==> config.mk <==
export PLATFORM = sky130hd
export DESIGN_NAME = light_pulse_width_bit_decoder_unit
export DESIGN_NICKNAME = d
export VERILOG_FILES = /design/src/hw/rtl/lpwbd_pkg.sv /design/src/hw/rtl/lpwbd_step.sv /design/src/hw/rtl/light_pulse_width_bit_decoder_unit.sv
export SDC_FILE = /design/constraint.sdc
export NUM_CORES = 1
export LEC_CHECK = 0
export BUFFER_PORTS_ARGS = -buffer_cell sky130_fd_sc_hd__buf_2
export CAP_MARGIN = 15
export CORE_AREA = 2 2 151 153
export DETAILED_ROUTE_END_ITERATION = 10
export DIE_AREA = 0 0 153 155
export PLACE_DENSITY = 0.65
export SLEW_MARGIN = 20
export SYNTH_ARGS = -nofsm -noshare
export SYNTH_HDL_FRONTEND = slang
export SYNTH_SLANG_ARGS = --single-unit
==> constraint.sdc <==
create_clock -name clk -period 4 [get_ports clk]
set_input_delay 0.2 -clock clk [delete_from_list [all_inputs] [get_ports clk]]
set_output_delay 0.2 -clock clk [all_outputs]
set_load 0.005 [all_outputs]
==> src/hw/rtl/lpwbd_pkg.sv <==
// Shared types and constants for the light pulse width bit decoder.
package lpwbd_pkg;

  localparam int unsigned TRAINING_PAIRS = 4;
  localparam int unsigned TRAIN_SHIFT = $clog2(TRAINING_PAIRS);
  localparam int unsigned PARITY_GROUP = 4;
  localparam int unsigned PARITY_BITS = $clog2(PARITY_GROUP);
  localparam int unsigned LEGACY_SHIFT = 2;

  typedef enum logic [2:0] {
    PH_HDR_MARK    = 3'd0,
    PH_HDR_SPACE   = 3'd1,
    PH_TRAIN_MARK  = 3'd2,
    PH_TRAIN_SPACE = 3'd3,
    PH_DATA_MARK   = 3'd4,
    PH_DATA_SPACE  = 3'd5,
    PH_PAR_MARK    = 3'd6,
    PH_PAR_SPACE   = 3'd7
  } phase_t;

  typedef enum logic [2:0] {
    CFG_LEGACY_MODE    = 3'd0,
    CFG_HDR_MIN        = 3'd1,
    CFG_HDR_MAX        = 3'd2,
    CFG_LEGACY_HDR_MIN = 3'd3,
    CFG_LEGACY_HDR_MAX = 3'd4
  } cfg_idx_t;

  localparam logic KIND_DATA = 1'b0;
  localparam logic KIND_PARITY_FAIL = 1'b1;

  typedef struct packed {
    phase_t      phase;
    logic [15:0] mark_thr;
    logic [15:0] space_thr;
    logic [7:0]  pair_count;
    logic        parity;
  } rx_state_t;

  typedef struct packed {
    logic        legacy_mode;
    logic [15:0] hdr_min;
    logic [15:0] hdr_max;
    logic [15:0] legacy_hdr_min;
    logic [15:0] legacy_hdr_max;
  } cfg_t;

  typedef struct packed {
    logic emit;
    logic event_kind;
    logic bit_value;
  } rx_result_t;

endpackage

==> src/hw/rtl/lpwbd_step.sv <==
// Per-edge receive logic: next receive state and the optional result.
module lpwbd_step import lpwbd_pkg::*; (
  input  rx_state_t   state,
  input  cfg_t        cfg,
  input  logic [15:0] interval_us,
  input  logic        interval_too_long,
  input  logic        restart,
  output rx_state_t   state_nxt,
  output rx_result_t  result
);

  logic        norm_win;
  logic        leg_win;
  logic        mark_bit;
  logic        space_bit;
  logic [7:0]  pc_inc;
  logic [15:0] space_sum;
  logic [15:0] mark_sum;

  assign norm_win  = (interval_us >= cfg.hdr_min) && (interval_us <= cfg.hdr_max);
  assign leg_win   = (interval_us >= cfg.legacy_hdr_min) &&
                     (interval_us <= cfg.legacy_hdr_max);
  assign mark_bit  = interval_us > state.mark_thr;
  assign space_bit = interval_us > state.space_thr;
  assign pc_inc    = state.pair_count + 8'd1;
  assign space_sum = state.space_thr + interval_us;
  assign mark_sum  = state.mark_thr + interval_us;

  always_comb begin
    state_nxt = state;
    result    = '0;
    if (restart) begin
      state_nxt = '0;
      state_nxt.phase = PH_HDR_MARK;
    end else if (interval_too_long) begin
      state_nxt = state;
    end else if (cfg.legacy_mode) begin
      case (state.phase)
        PH_HDR_MARK: begin
          if (leg_win) state_nxt.phase = PH_HDR_SPACE;
        end
        PH_HDR_SPACE: begin
          if (leg_win) begin
            state_nxt.phase    = PH_DATA_MARK;
            state_nxt.mark_thr = interval_us >> LEGACY_SHIFT;
          end
        end
        PH_DATA_MARK: begin
          state_nxt.phase   = PH_DATA_SPACE;
          result.emit       = 1'b1;
          result.event_kind = KIND_DATA;
          result.bit_value  = mark_bit;
        end
        PH_DATA_SPACE: begin
          state_nxt.phase = PH_DATA_MARK;
        end
        default: begin
          state_nxt = state;
        end
      endcase
    end else begin
      case (state.phase)
        PH_HDR_MARK: begin
          if (norm_win) state_nxt.phase = PH_HDR_SPACE;
        end
        PH_HDR_SPACE: begin
          if (norm_win) state_nxt.phase = PH_TRAIN_MARK;
        end
        PH_TRAIN_MARK: begin
          state_nxt.mark_thr = mark_sum;
          state_nxt.phase    = PH_TRAIN_SPACE;
        end
        PH_TRAIN_SPACE: begin
          if (pc_inc < 8'(TRAINING_PAIRS)) begin
            state_nxt.pair_count = pc_inc;
            state_nxt.space_thr  = space_sum;
            state_nxt.phase      = PH_TRAIN_MARK;
          end else begin
            state_nxt.mark_thr   = state.mark_thr >> TRAIN_SHIFT;
            state_nxt.space_thr  = space_sum >> TRAIN_SHIFT;
            state_nxt.pair_count = '0;
            state_nxt.parity     = 1'b0;
            state_nxt.phase      = PH_DATA_MARK;
          end
        end
        PH_DATA_MARK: begin
          state_nxt.pair_count = pc_inc;
          state_nxt.parity     = state.parity ^ mark_bit;
          state_nxt.phase      = PH_DATA_SPACE;
          result.emit          = 1'b1;
          result.event_kind    = KIND_DATA;
          result.bit_value     = mark_bit;
        end
        PH_DATA_SPACE: begin
          state_nxt.parity  = state.parity ^ space_bit;
          state_nxt.phase   = (state.pair_count[PARITY_BITS-1:0] == '0) ?
                              PH_PAR_MARK : PH_DATA_MARK;
          result.emit       = 1'b1;
          result.event_kind = KIND_DATA;
          result.bit_value  = space_bit;
        end
        PH_PAR_MARK: begin
          if (state.parity != mark_bit) begin
            state_nxt         = '0;
            state_nxt.phase   = PH_HDR_MARK;
            result.emit       = 1'b1;
            result.event_kind = KIND_PARITY_FAIL;
            result.bit_value  = 1'b0;
          end else begin
            state_nxt.phase = PH_PAR_SPACE;
          end
        end
        default: begin
          state_nxt.phase = PH_DATA_MARK;
        end
      endcase
    end
  end

endmodule

==> src/hw/rtl/light_pulse_width_bit_decoder_unit.sv <==
// Top level of the light pulse width bit decoder: registers, handshakes, config.
// A result is registered on the output register when its edge is accepted.
// Throughput: one edge per cycle while in_stall is low; the receive state updates in the accepting cycle.
// A held result only stalls the input while the output side is stalling it.
// Reset (rst_n low, synchronous) clears the receive state and output valid and
// loads the config registers with 0, 1000, 3000, 1000, 3000.
module light_pulse_width_bit_decoder_unit import lpwbd_pkg::*; (
  input  logic        clk,
  input  logic        rst_n,
  input  logic        in_valid,
  output logic        in_stall,
  input  logic [15:0] in_interval_us,
  input  logic        in_interval_too_long,
  input  logic        in_restart,
  output logic        out_valid,
  input  logic        out_stall,
  output logic        out_event_kind,
  output logic        out_bit_value,
  input  logic        cfg_valid,
  output logic        cfg_ready,
  input  logic [2:0]  cfg_index,
  input  logic [15:0] cfg_data
);

  rx_state_t  state_r;
  rx_state_t  state_nxt;
  cfg_t       cfg_r;
  rx_result_t result;
  logic       out_valid_r;
  logic       event_kind_r;
  logic       bit_value_r;
  logic       in_fire;

  assign in_stall  = out_valid_r && out_stall;
  assign in_fire   = in_valid && !in_stall;
  assign cfg_ready = 1'b1;

  lpwbd_step u_step (
    .state             (state_r),
    .cfg               (cfg_r),
    .interval_us       (in_interval_us),
    .interval_too_long (in_interval_too_long),
    .restart           (in_restart),
    .state_nxt         (state_nxt),
    .result            (result)
  );

  always_ff @(posedge clk) begin
    if (!rst_n) begin
      state_r <= '{phase: PH_HDR_MARK, default: '0};
    end else if (in_fire) begin
      state_r <= state_nxt;
    end
  end

  always_ff @(posedge clk) begin
    if (!rst_n) begin
      cfg_r.legacy_mode    <= 1'b0;
      cfg_r.hdr_min        <= 16'd1000;
      cfg_r.hdr_max        <= 16'd3000;
      cfg_r.legacy_hdr_min <= 16'd1000;
      cfg_r.legacy_hdr_max <= 16'd3000;
    end else if (cfg_valid && cfg_ready) begin
      case (cfg_index)
        CFG_LEGACY_MODE:    cfg_r.legacy_mode    <= cfg_data[0];
        CFG_HDR_MIN:        cfg_r.hdr_min        <= cfg_data;
        CFG_HDR_MAX:        cfg_r.hdr_max        <= cfg_data;
        CFG_LEGACY_HDR_MIN: cfg_r.legacy_hdr_min <= cfg_data;
        CFG_LEGACY_HDR_MAX: cfg_r.legacy_hdr_max <= cfg_data;
        default: begin
        end
      endcase
    end
  end

  always_ff @(posedge clk) begin
    if (!rst_n) begin
      out_valid_r <= 1'b0;
    end else if (in_fire) begin
      out_valid_r <= result.emit;
    end else if (!out_stall) begin
      out_valid_r <= 1'b0;
    end
  end

  always_ff @(posedge clk) begin
    if (in_fire && result.emit) begin
      event_kind_r <= result.event_kind;
      bit_value_r  <= result.bit_value;
    end
  end

  assign out_valid      = out_valid_r;
  assign out_event_kind = event_kind_r;
  assign out_bit_value  = bit_value_r;

`ifndef SYNTHESIS
  a_restart_clears: assert property (@(posedge clk) disable iff (!rst_n)
    in_fire && in_restart |=> state_r.phase == PH_HDR_MARK && state_r.pair_count == '0)
    else $error("restart did not clear the receive state");

  a_fail_bit_zero: assert property (@(posedge clk) disable iff (!rst_n)
    out_valid_r && event_kind_r == KIND_PARITY_FAIL |-> !bit_value_r)
    else $error("parity failure transaction carries a nonzero bit");

  a_train_count: assert property (@(posedge clk) disable iff (!rst_n)
    state_r.phase == PH_TRAIN_MARK || state_r.phase == PH_TRAIN_SPACE |->
      state_r.pair_count < 8'(TRAINING_PAIRS))
    else $error("training pair count out of range");

  a_no_new_result: assert property (@(posedge clk) disable iff (!rst_n)
    !in_fire && !(out_valid_r && out_stall) |=> !out_valid_r)
    else $error("result appeared without an accepted edge");
`endif

endmodule

==> out/qor.csv, run 1 <==
metric;value;unit
synth_warnings;0;
dieArea;0.0237;mm^2
ys_ff_latch;112;
root_buffer;clkbuf_16;
yosysUniqueCellTypes;74;
place_hpwl;19600;um
hold_class;in -> reg;
grt_pass1_vias;7637;
syn_avg_cell_area;7.71;um^2
synth_commonest_cells;nand2_1 (157), ha_1 (128), a21oi_1 (124);
fin_setup_tns;0;ns
ir_drop;182;uV
synth_top_family_by_area;compound AO/OA/AOI/OAI gates;
tightest_slew;0.989;ns
rows;55;
fillerInstances;2298;
drive_above_1_share;8.49;%
syn_area;0.00869;mm^2
max-slew-margin-rel;34.1;%
r2r_start;state_r[30];
synth-edff-count;2;
power_leakage;4.02;nW
total_power;2.70;mW
status;finished, final reports clean;
setup_slack;0.642;ns
wl_per_cell;18.1;um
ant_nets;0;
pre_cts_slack;0.712;ns
criticalPathCategory;reg -> reg;
syn_nets;1299;
crit_start;state_r[30];
async_flop_share;0;%
ioPinCount;47;
period_minus_slack;3.36;ns
clk_latency;0.37;ns
synth_mux_area_share;0.864;%
finClkSkew;0.0108;ns
clk_pin_slew;0.08;ns
vias_per_cell;5.57;
yosys.area_share.simple;20.5;%
grt_max_degree;57;
die_h;155;um
drc;0;
synth_top_area_share;25.3;%
end_kind;flip-flop;
p_per_area;284;mW/mm^2
vias;8011;
grt.overflow.total;0;
drtIter0Drc;507;
worstPathArrival;3.66;ns
drv_cap;0;
post-route-period-util;84.0;%
finalNetCount;1321;
start_util;39.1;%
post_cts_resized;0;
yosys.area.top_type;dfxtp_1;
portBuffers;45;
finalMaxSlewViolations;0;
synthAdderAreaFrac;18.9;%
hold_buffers;0;
worstPathRequired;4.30;ns
postSynthCellCount;1127;
cts_buffer_depth;2;
rsz0062_at_grt;false;
gp_congestion;0.958;
numCtsBuffers;9;
crit_path_start_kind;flip-flop;
cts_tree;done;
ys_seq_area_share;26.0;%
grt_pass1_wl;41700;um
wirelength;26100;um
synth_compound_area_share;22.9;%
syn2layout_area_growth;9.15;%
synthFlopType;dfxtp_1;
post_cts_buffers;0;
fmax;0.298;GHz
core_area;0.0222;mm^2
first_pass_iters;5;
path_max_fanout;22;
antenna_found_initial;0;
setup_viol;0;
synth.most_common_cell;nand2_1;
fp.dieW;153;um
globalRouteTotalUtil;22.1;%
diodes;0;
worstHoldStart;cfg_data[10];
cts.sinks;112;
synth_xor_xnor_area_share;3.02;%
hold_violations;0;
synth_area_leaders;dfxtp_1 (25%), ha_1 (18%), a21oi_1 (7.1%);
htreeDepth;3;
==> kinds of logic after synthesis <==
logic type	after synthesis
xor gates and xnor gates	30
other	1
buffers and inverters	174
adders and majority gates	130
DFF	112
muxes	7
AOI/OAI and AO/OA	304
and+or+nand+nor	369
==> final cells by class <==
class                           count  area (um^2)  area share, %
Clock inverter                      6         61.3          0.646
Timing Repair Buffer               63          360           3.80
Inverter                          122          458           4.83
Multi-Input combinational cell    841         5750           60.6
Sequential cell                   112         2260           23.8
Clock buffer                       10          239           2.52
Tap cell                          285          357           3.76
==> flip-flops by register name, summed over array words and instances (netlist names) <==
signal and cells:
cfg_r 65, state_r 44, out_bit_value 1, out_event_kind 1
out_valid 1
==> power breakdown <==
group / switching, mW / internal, mW / total, mW
sequential: 0.0232 / 1.15 / 1.17
combinational: 0.360 / 0.220 / 0.579
clock: 0.488 / 0.457 / 0.944
total: 0.870 / 1.83 / 2.70
==> final timing paths <==
| kind | endpoint | slack, ns | cells after the start |
|---|---|---|---|
| worst max register to register | state_r[31] | 0.64 | 12 |
| worst min register to register | cfg_r[28] | 0.46 | 2 |
| worst max-delay path | state_r[31] | 0.64 | 12 |
| worst min-delay path | cfg_r[26] | 0.1 | 3 |
==> metrics by stage <==
stage	hold slack [ns]	std cells	area, um^2	utilization (%)
after floorplan	0.336	1127	8690	-
after global placement	0.442	1423	9190	41.3
after detailed placement	0.448	1423	9190	41.3
after CTS	0.0879	1439	9490	42.7
after global routing	0.0955	1439	9490	42.7
final	0.0963	1439	9490	42.7
==> cells in the final DEF (no fill, tap or decap), types with 5 or more instances in the layout <==
master and instances:
nor4_1 12, o21ai_1 7, nor2b_1 19, a32o_1 6
a221oi_1 6, inv_1 121, o211ai_1 32, ha_1 128
clkbuf_16 9, mux2i_1 6, nand2b_1 16, nand4_1 18
o21ai_0 29, nor3_1 19, dfxtp_1 110, or3_1 9
xor2_1 6, o211a_1 7, o21a_1 7, a21o_1 20
xnor2_1 24, buf_2 45, nor2_1 67, a21oi_1 124
nand3_1 18, o221ai_1 5, buf_4 18, a31oi_1 9
o31ai_1 8, nand2_1 157, o32ai_1 5
==> metal layers <==
metal  global-route usage (%)  routed length (um)  vias up
li1                         -                   -     4009
met1                     29.4               11900     3735
met2                     37.5               12300      234
met3                     3.65                1360       33
met4                     5.07                 492        0
met5                        0                   0        -
==> critical path, stage by stage, from the launching register on <==
cell and delay [ns]:
dfxtp_1 0.38, inv_1 0.06, ha_1 0.45, a21oi_1 0.11
o21a_1 0.20, o221a_1 0.24, o211a_1 0.25, nand2b_4 0.18
mux2i_1 0.22, o211a_1 0.70, buf_4 0.26, nor2_1 0.05
a211oi_2 0.18
Power figures use the tool's default switching activity.
==> run 2, diff against run 1 <==
Settings changed: ABC_AREA set to 1, CORE_AREA 2 2 151 153 to 2 2 156 158, DIE_AREA 0 0 153 155 to 0 0 158 160, PLACE_DENSITY 0.65 to 0.67.
Clock period 4 ns to 3.05 ns, I/O delays scaled along.
==> out/qor.csv, run 2 <==
metric;value;unit;change
finalNetCount;1631;;was 1321
synth_area_leaders;dfxtp_1 (24%), ha_1 (17%), nand2_1 (14%);;was dfxtp_1 (25%), ha_1 (18%), a21oi_1 (7.1%)
period_minus_slack;2.74;ns;was 3.36 ns
synth_commonest_cells;nand2_1 (352), inv_1 (214), a21oi_1 (138);;was nand2_1 (157), ha_1 (128), a21oi_1 (124)
cts_buffer_depth;2;;unchanged
power_leakage;5.06;nW;was 4.02 nW
yosys.area.top_type;dfxtp_1;;unchanged
post_cts_buffers;0;;unchanged
clk_pin_slew;0.09;ns;was 0.08 ns
syn2layout_area_growth;8.75;%;was 9.15%
synth_top_area_share;23.6;%;was 25.3%
p_per_area;387;mW/mm^2;was 284 mW/mm^2
numCtsBuffers;9;;unchanged
drtIter0Drc;596;;was 507
grt_use_met1;30.0;%;was 29.4%
fin_area;0.0102;mm^2;was 0.00949 mm^2
dieArea;0.0253;mm^2;was 0.0237 mm^2
finalMaxSlewViolations;0;;unchanged
drc;0;;unchanged
wl_per_cell;15.3;um;was 18.1 um
async_flop_share;0;%;unchanged
synthFlopType;dfxtp_1;;unchanged
tightest_slew;0.725;ns;was 0.989 ns
grtUsageMet3;3.53;%;was 3.65%
diodes;0;;unchanged
rows;57;;was 55
htreeDepth;3;;unchanged
worstPathRequired;3.36;ns;was 4.30 ns
final_cell_mix;nand2_1 (352), inv_1 (213), a21oi_1 (138);;was nand2_1 (157), ha_1 (128), a21oi_1 (124)
portBuffers;45;;unchanged
post_cts_resized;0;;unchanged
vias;9304;;was 8011
first_pass_iters;6;;was 5
fillerInstances;2559;;was 2298
busiest_layer;met2;;unchanged
hold-worst-slack;0.0668;ns;was 0.0963 ns
ys_ff_latch;112;;unchanged
clk_latency;0.37;ns;about the same
finClkSkew;0.0143;ns;was 0.0108 ns
cts_tree;done;;unchanged
status;finished, final reports clean;;unchanged
synth-edff-count;2;;unchanged
hold_violations;0;;unchanged
largest_registers;cfg_r: 65 flops, state_r: 44 flops;;unchanged
place_hpwl;20800;um;was 19600 um
vias_per_cell;5.20;;was 5.57
hold_buffers;0;;unchanged
criticalPathCategory;reg -> reg;;unchanged
rsz0062_at_grt;false;;unchanged
synth.most_common_cell;nand2_1;;unchanged
largest_reg_flops;65;;unchanged
fmax;0.365;GHz;was 0.298 GHz
post-route-period-util;89.9;%;was 84.0%
antenna_found_initial;0;;unchanged
grt.overflow.total;0;;unchanged
drive_above_1_share;7.24;%;was 8.49%
syn_area;0.00935;mm^2;was 0.00869 mm^2
fin_setup_tns;0;ns;unchanged
fp.dieW;158;um;was 153 um
final_common_cell;nand2_1;;unchanged
grtUsageMet2;36.6;%;was 37.5%
grt_pass1_wl;44200;um;was 41700 um
worstPathArrival;3.05;ns;was 3.66 ns
dp_cells;1772;;was 1423
hold_class;in -> reg;;unchanged
drv_cap;0;;unchanged
ant_nets;0;;unchanged
multiInputGateArea;0.00604;mm^2;was 0.00575 mm^2
globalRouteTotalUtil;22.0;%;was 22.1%
yosysUniqueCellTypes;50;;was 74
syn_avg_cell_area;6.52;um^2;was 7.71 um^2
synth_warnings;0;;unchanged
top_register;cfg_r;;unchanged
final_cells;1788;;was 1439
die_h;160;um;was 155 um
crit_path_start_kind;flip-flop;;unchanged
grt_max_degree;49;;was 57
max-slew-margin-rel;51.5;%;was 34.1%
wirelength;27300;um;was 26100 um
setup_viol;0;;unchanged
final-seq-area;0.00226;mm^2;unchanged
ir_drop;236;uV;was 182 uV
postSynthCellCount;1434;;was 1127
place_area;0.00986;mm^2;was 0.00919 mm^2
gp_congestion;0.911;;was 0.958
root_buffer;clkbuf_16;;unchanged
syn_nets;1606;;was 1299
grt_pass1_vias;8650;;was 7637
end_kind;flip-flop;;unchanged
start_util;39.2;%;was 39.1%
path_max_fanout;20;;was 22
core_area;0.0238;mm^2;was 0.0222 mm^2
ys_seq_area_share;24.2;%;was 26.0%
cts.sinks;112;;unchanged
ioPinCount;47;;unchanged
run 2: changes by cell type after synthesis, moves of 13 or more:
cell      before  now
nand3_1       18   72
nand2b_1      16    0
nand2_1      157  352
clkbuf_1      39   26
inv_1        121  214
nor2b_1       19    0
a21oi_1      124  138
xnor2_1       24    3
o21ai_0       29   77
a21o_1        20    3
nor2_1        67  130
run 2: through the flow:
step / utilization [%] / setup slack, ns / power (mW)
6_report: 42.7 / 0.307 / 3.94
5_1_grt: 42.7 / 0.102 / 4.17
4_1_cts: 42.7 / 0.379 / 3.95
3_5_place_dp: 41.4 / 0.428 / 2.64
3_3_place_gp: 41.4 / 0.425 / 2.63
2_1_floorplan: - / 0.992 / 2.34
run 2: kinds of logic after synthesis:
kind of cell             Yosys count  share of synthesized area [%]
AND/OR/NAND/NOR                  639                           29.6
AO/OA/AOI/OAI                    276                           16.3
buffers and inverters            265                           11.2
adder cells (fa/ha/maj)          130                           17.6
flip-flops                       112                           24.2
XOR/XNOR                          11                           1.03
other                              1                         0.0401
run 2: final cells by class:
cell class	count	area share, %
clock buffers	10	2.25
flip-flops and latches	112	22.2
clock inverters	6	0.800
well taps	324	3.99
multi-input cells	1057	59.4
inverters	223	8.26
repair buffers	56	3.03
run 2: critical path, cell delays in order (launching register included):
cell and delay (ns):
dfxtp_1 0.35, inv_1 0.06, ha_1 0.44, nand2_1 0.13, nor3_2 0.27, nand4_1 0.23
nand2_1 0.17, nand2_2 0.10, nand4_1 0.18, nand3_2 0.41, nand2_1 0.19, nand2_1 0.06
nor2_1 0.10
run 2: where the power goes:
part | total, mW | switching (mW) | internal [mW]
Clock | 1.31 | 0.647 | 0.664
Sequential | 1.57 | 0.0407 | 1.53
Combinational | 1.06 | 0.699 | 0.360
Total | 3.94 | 1.39 | 2.55
run 2: metal layers:
metal	wire, um	share of wire (%)
met3	1560	5.7
met5	0	0
met4	444	1.6
met1	12500	46
met2	12800	47
run 2: path summary, 6_finish.rpt:
kind              slack [ns]  depth (start not counted)          end        start
setup / recovery        0.31                         12  state_r[30]  state_r[37]
hold / removal          0.07                          3    cfg_r[56]  cfg_data[8]
setup reg to reg        0.31                         12  state_r[30]  state_r[37]
hold reg to reg         0.46                          2    cfg_r[58]    cfg_r[58]
==> run 3, diff against run 2 <==
Settings changed: CORE_AREA 2 2 156 158 to 2 2 140 142, DIE_AREA 0 0 158 160 to 0 0 142 144, PLACE_DENSITY 0.67 to 0.78.
==> out/qor.csv, run 3 (synthesis results as in run 2) <==
metric;value;unit;change
p_per_area;395;mW/mm^2;was 387 mW/mm^2
fin_area;0.0101;mm^2;was 0.0102 mm^2
htreeDepth;3;;unchanged
cp_slowest_stage_delay;0.42;ns;was 0.44 ns
wl_per_cell;15.5;um;was 15.3 um
vias_per_cell;5.55;;was 5.20
busiest_layer;met2;;unchanged
post_cts_buffers;0;;unchanged
drtIter0Drc;569;;was 596
critical_path.cell_chain;inv_1 > ha_1 > nand2_1 > nor3_2 > nand4_1 > nand2_1 > nand2_2 > nand4_1 > nand3_2 > nand2_1 > nand2_1 > nor2_1;;unchanged
vias;9431;;was 9304
post-route-period-util;89.2;%;was 89.9%
max-slew-margin-rel;57.3;%;was 51.5%
syn2layout_area_growth;7.57;%;was 8.75%
final_cells;1700;;was 1788
rows;51;;was 57
grtUsageMet2;45.0;%;was 36.6%
die_h;144;um;was 160 um
start_util;49.0;%;was 39.2%
diodes;0;;unchanged
cts_buffer_depth;2;;unchanged
cts_tree;done;;unchanged
place_area;0.00973;mm^2;was 0.00986 mm^2
fillerInstances;1855;;was 2559
final_cell_mix;nand2_1 (352), inv_1 (213), a21oi_1 (138);;unchanged
seq_power_share;39.6;%;was 39.8%
grtUsageMet3;3.48;%;was 3.53%
clk_latency;0.38;ns;was 0.37 ns
grt_use_met1;32.8;%;was 30.0%
path_max_fanout;20;;unchanged
top_register;cfg_r;;unchanged
portBuffers;45;;unchanged
finalNetCount;1629;;was 1631
crit_path_start_kind;flip-flop;;unchanged
finClkSkew;0.0103;ns;was 0.0143 ns
first_pass_iters;5;;was 6
finalMaxSlewViolations;0;;unchanged
rrSetupSlack;0.33;ns;was 0.31 ns
clk_pin_slew;0.09;ns;about the same
total_power;3.97;mW;was 3.94 mW
grt.overflow.total;0;;unchanged
grt_max_degree;65;;was 49
p_sw;1.41;mW;was 1.39 mW
drc;0;;unchanged
globalRouteTotalUtil;26.0;%;was 22.0%
hold_violations;0;;unchanged
largest_registers;cfg_r: 65 flops, state_r: 44 flops;;unchanged
place_hpwl;19700;um;was 20800 um
post_cts_resized;0;;unchanged
drv_cap;0;;unchanged
dp_cells;1684;;was 1772
grt_pass1_vias;8755;;was 8650
ir_drop;351;uV;was 236 uV
numCtsBuffers;9;;unchanged
fp.dieW;142;um;was 158 um
hold_buffers;0;;unchanged
setup_viol;0;;unchanged
cts.sinks;112;;unchanged
status;finished, final reports clean;;unchanged
critPathTopFamily;simple AND/OR/NAND/NOR gates;;unchanged
wirelength;26300;um;was 27300 um
power.share.switching;35.5;%;was 35.2%
share_clk_of_total_power;34.0;%;was 33.3%
power_leakage;5.06;nW;about the same
drive_above_1_share;7.11;%;was 7.24%
tightest_slew;0.639;ns;was 0.725 ns
grt_pass1_wl;42300;um;was 44200 um
antenna_found_initial;0;;unchanged
root_buffer;clkbuf_16;;unchanged
dieArea;0.0204;mm^2;was 0.0253 mm^2
cpMaxStageDelayCell;ha_1;;unchanged
end_kind;flip-flop;;unchanged
comb_power_share;26.5;%;was 26.9%
gp_congestion;0.951;;was 0.911
ant_nets;0;;unchanged
fmax;0.368;GHz;was 0.365 GHz
fin_setup_tns;0;ns;unchanged
worst-path-buf-inv;1;;unchanged
largest_reg_flops;65;;unchanged
worstPathRequired;3.37;ns;was 3.36 ns
intPower;2.56;mW;was 2.55 mW
cp_common_cell;nand2_1;;unchanged
ioPinCount;47;;unchanged
criticalPathCategory;reg -> reg;;unchanged
final_common_cell;nand2_1;;unchanged
core_area;0.0191;mm^2;was 0.0238 mm^2
worstPathArrival;3.04;ns;was 3.05 ns
period_minus_slack;2.72;ns;was 2.74 ns
rsz0062_at_grt;false;;unchanged
hold_class;in -> reg;;unchanged
-- run 3: power groups by stage --
| stage | clock network (mW) | registers (mW) | logic, mW |
|---|---|---|---|
| 4_1_cts | 1.36 | 1.57 | 1.03 |
| 3_5_place_dp | 0 | 1.60 | 1.03 |
| 2_1_floorplan | 0 | 1.59 | 0.751 |
| 5_1_grt | 1.42 | 1.58 | 1.19 |
| 6_report | 1.35 | 1.57 | 1.05 |
| 3_3_place_gp | 0 | 1.60 | 1.01 |
-- run 3: layout make-up --
class                   instances  area (um^2)  share of cell area, %
repair buffers                 54          293                   2.91
well taps                     238          298                   2.96
multi-input cells            1057         6040                   60.0
flip-flops and latches        112         2260                   22.5
clock buffers                   9          225                   2.24
clock inverters                 7          103                   1.02
inverters                     223          840                   8.35
-- run 3: metal layers --
| layer | wire length [um] | share of wire (%) |
|---|---|---|
| met2 | 12200 | 47 |
| met3 | 1550 | 5.9 |
| met5 | 0 | 0 |
| met1 | 11600 | 44 |
| met4 | 897 | 3.4 |
-- run 3: final timing paths --
path                     from  cells past startpoint          end
hold / removal    cfg_data[7]                      3    cfg_r[39]
hold reg to reg     cfg_r[62]                      2    cfg_r[62]
setup / recovery  state_r[37]                     12  state_r[34]
setup reg to reg  state_r[37]                     12  state_r[34]
-- run 3: stage by stage --
stage                     hold WS [ns]  util (%)  setup WS, ns
after CTS                       0.0460      52.7         0.388
after global routing            0.0598      52.7         0.114
after global placement           0.438      51.0         0.500
after floorplan                  0.279         -         0.992
after detailed placement         0.438      51.0         0.417
final                           0.0521      52.7         0.330
-- run 3: worst reg2reg max path, stage by stage (launching register included) --
cell,delay [ns]
dfxtp_1,0.37
inv_1,0.07
ha_1,0.42
nand2_1,0.14
nor3_2,0.28
nand4_1,0.20
nand2_1,0.17
nand2_2,0.10
nand4_1,0.12
nand3_2,0.41
nand2_1,0.20
nand2_1,0.08
nor2_1,0.12
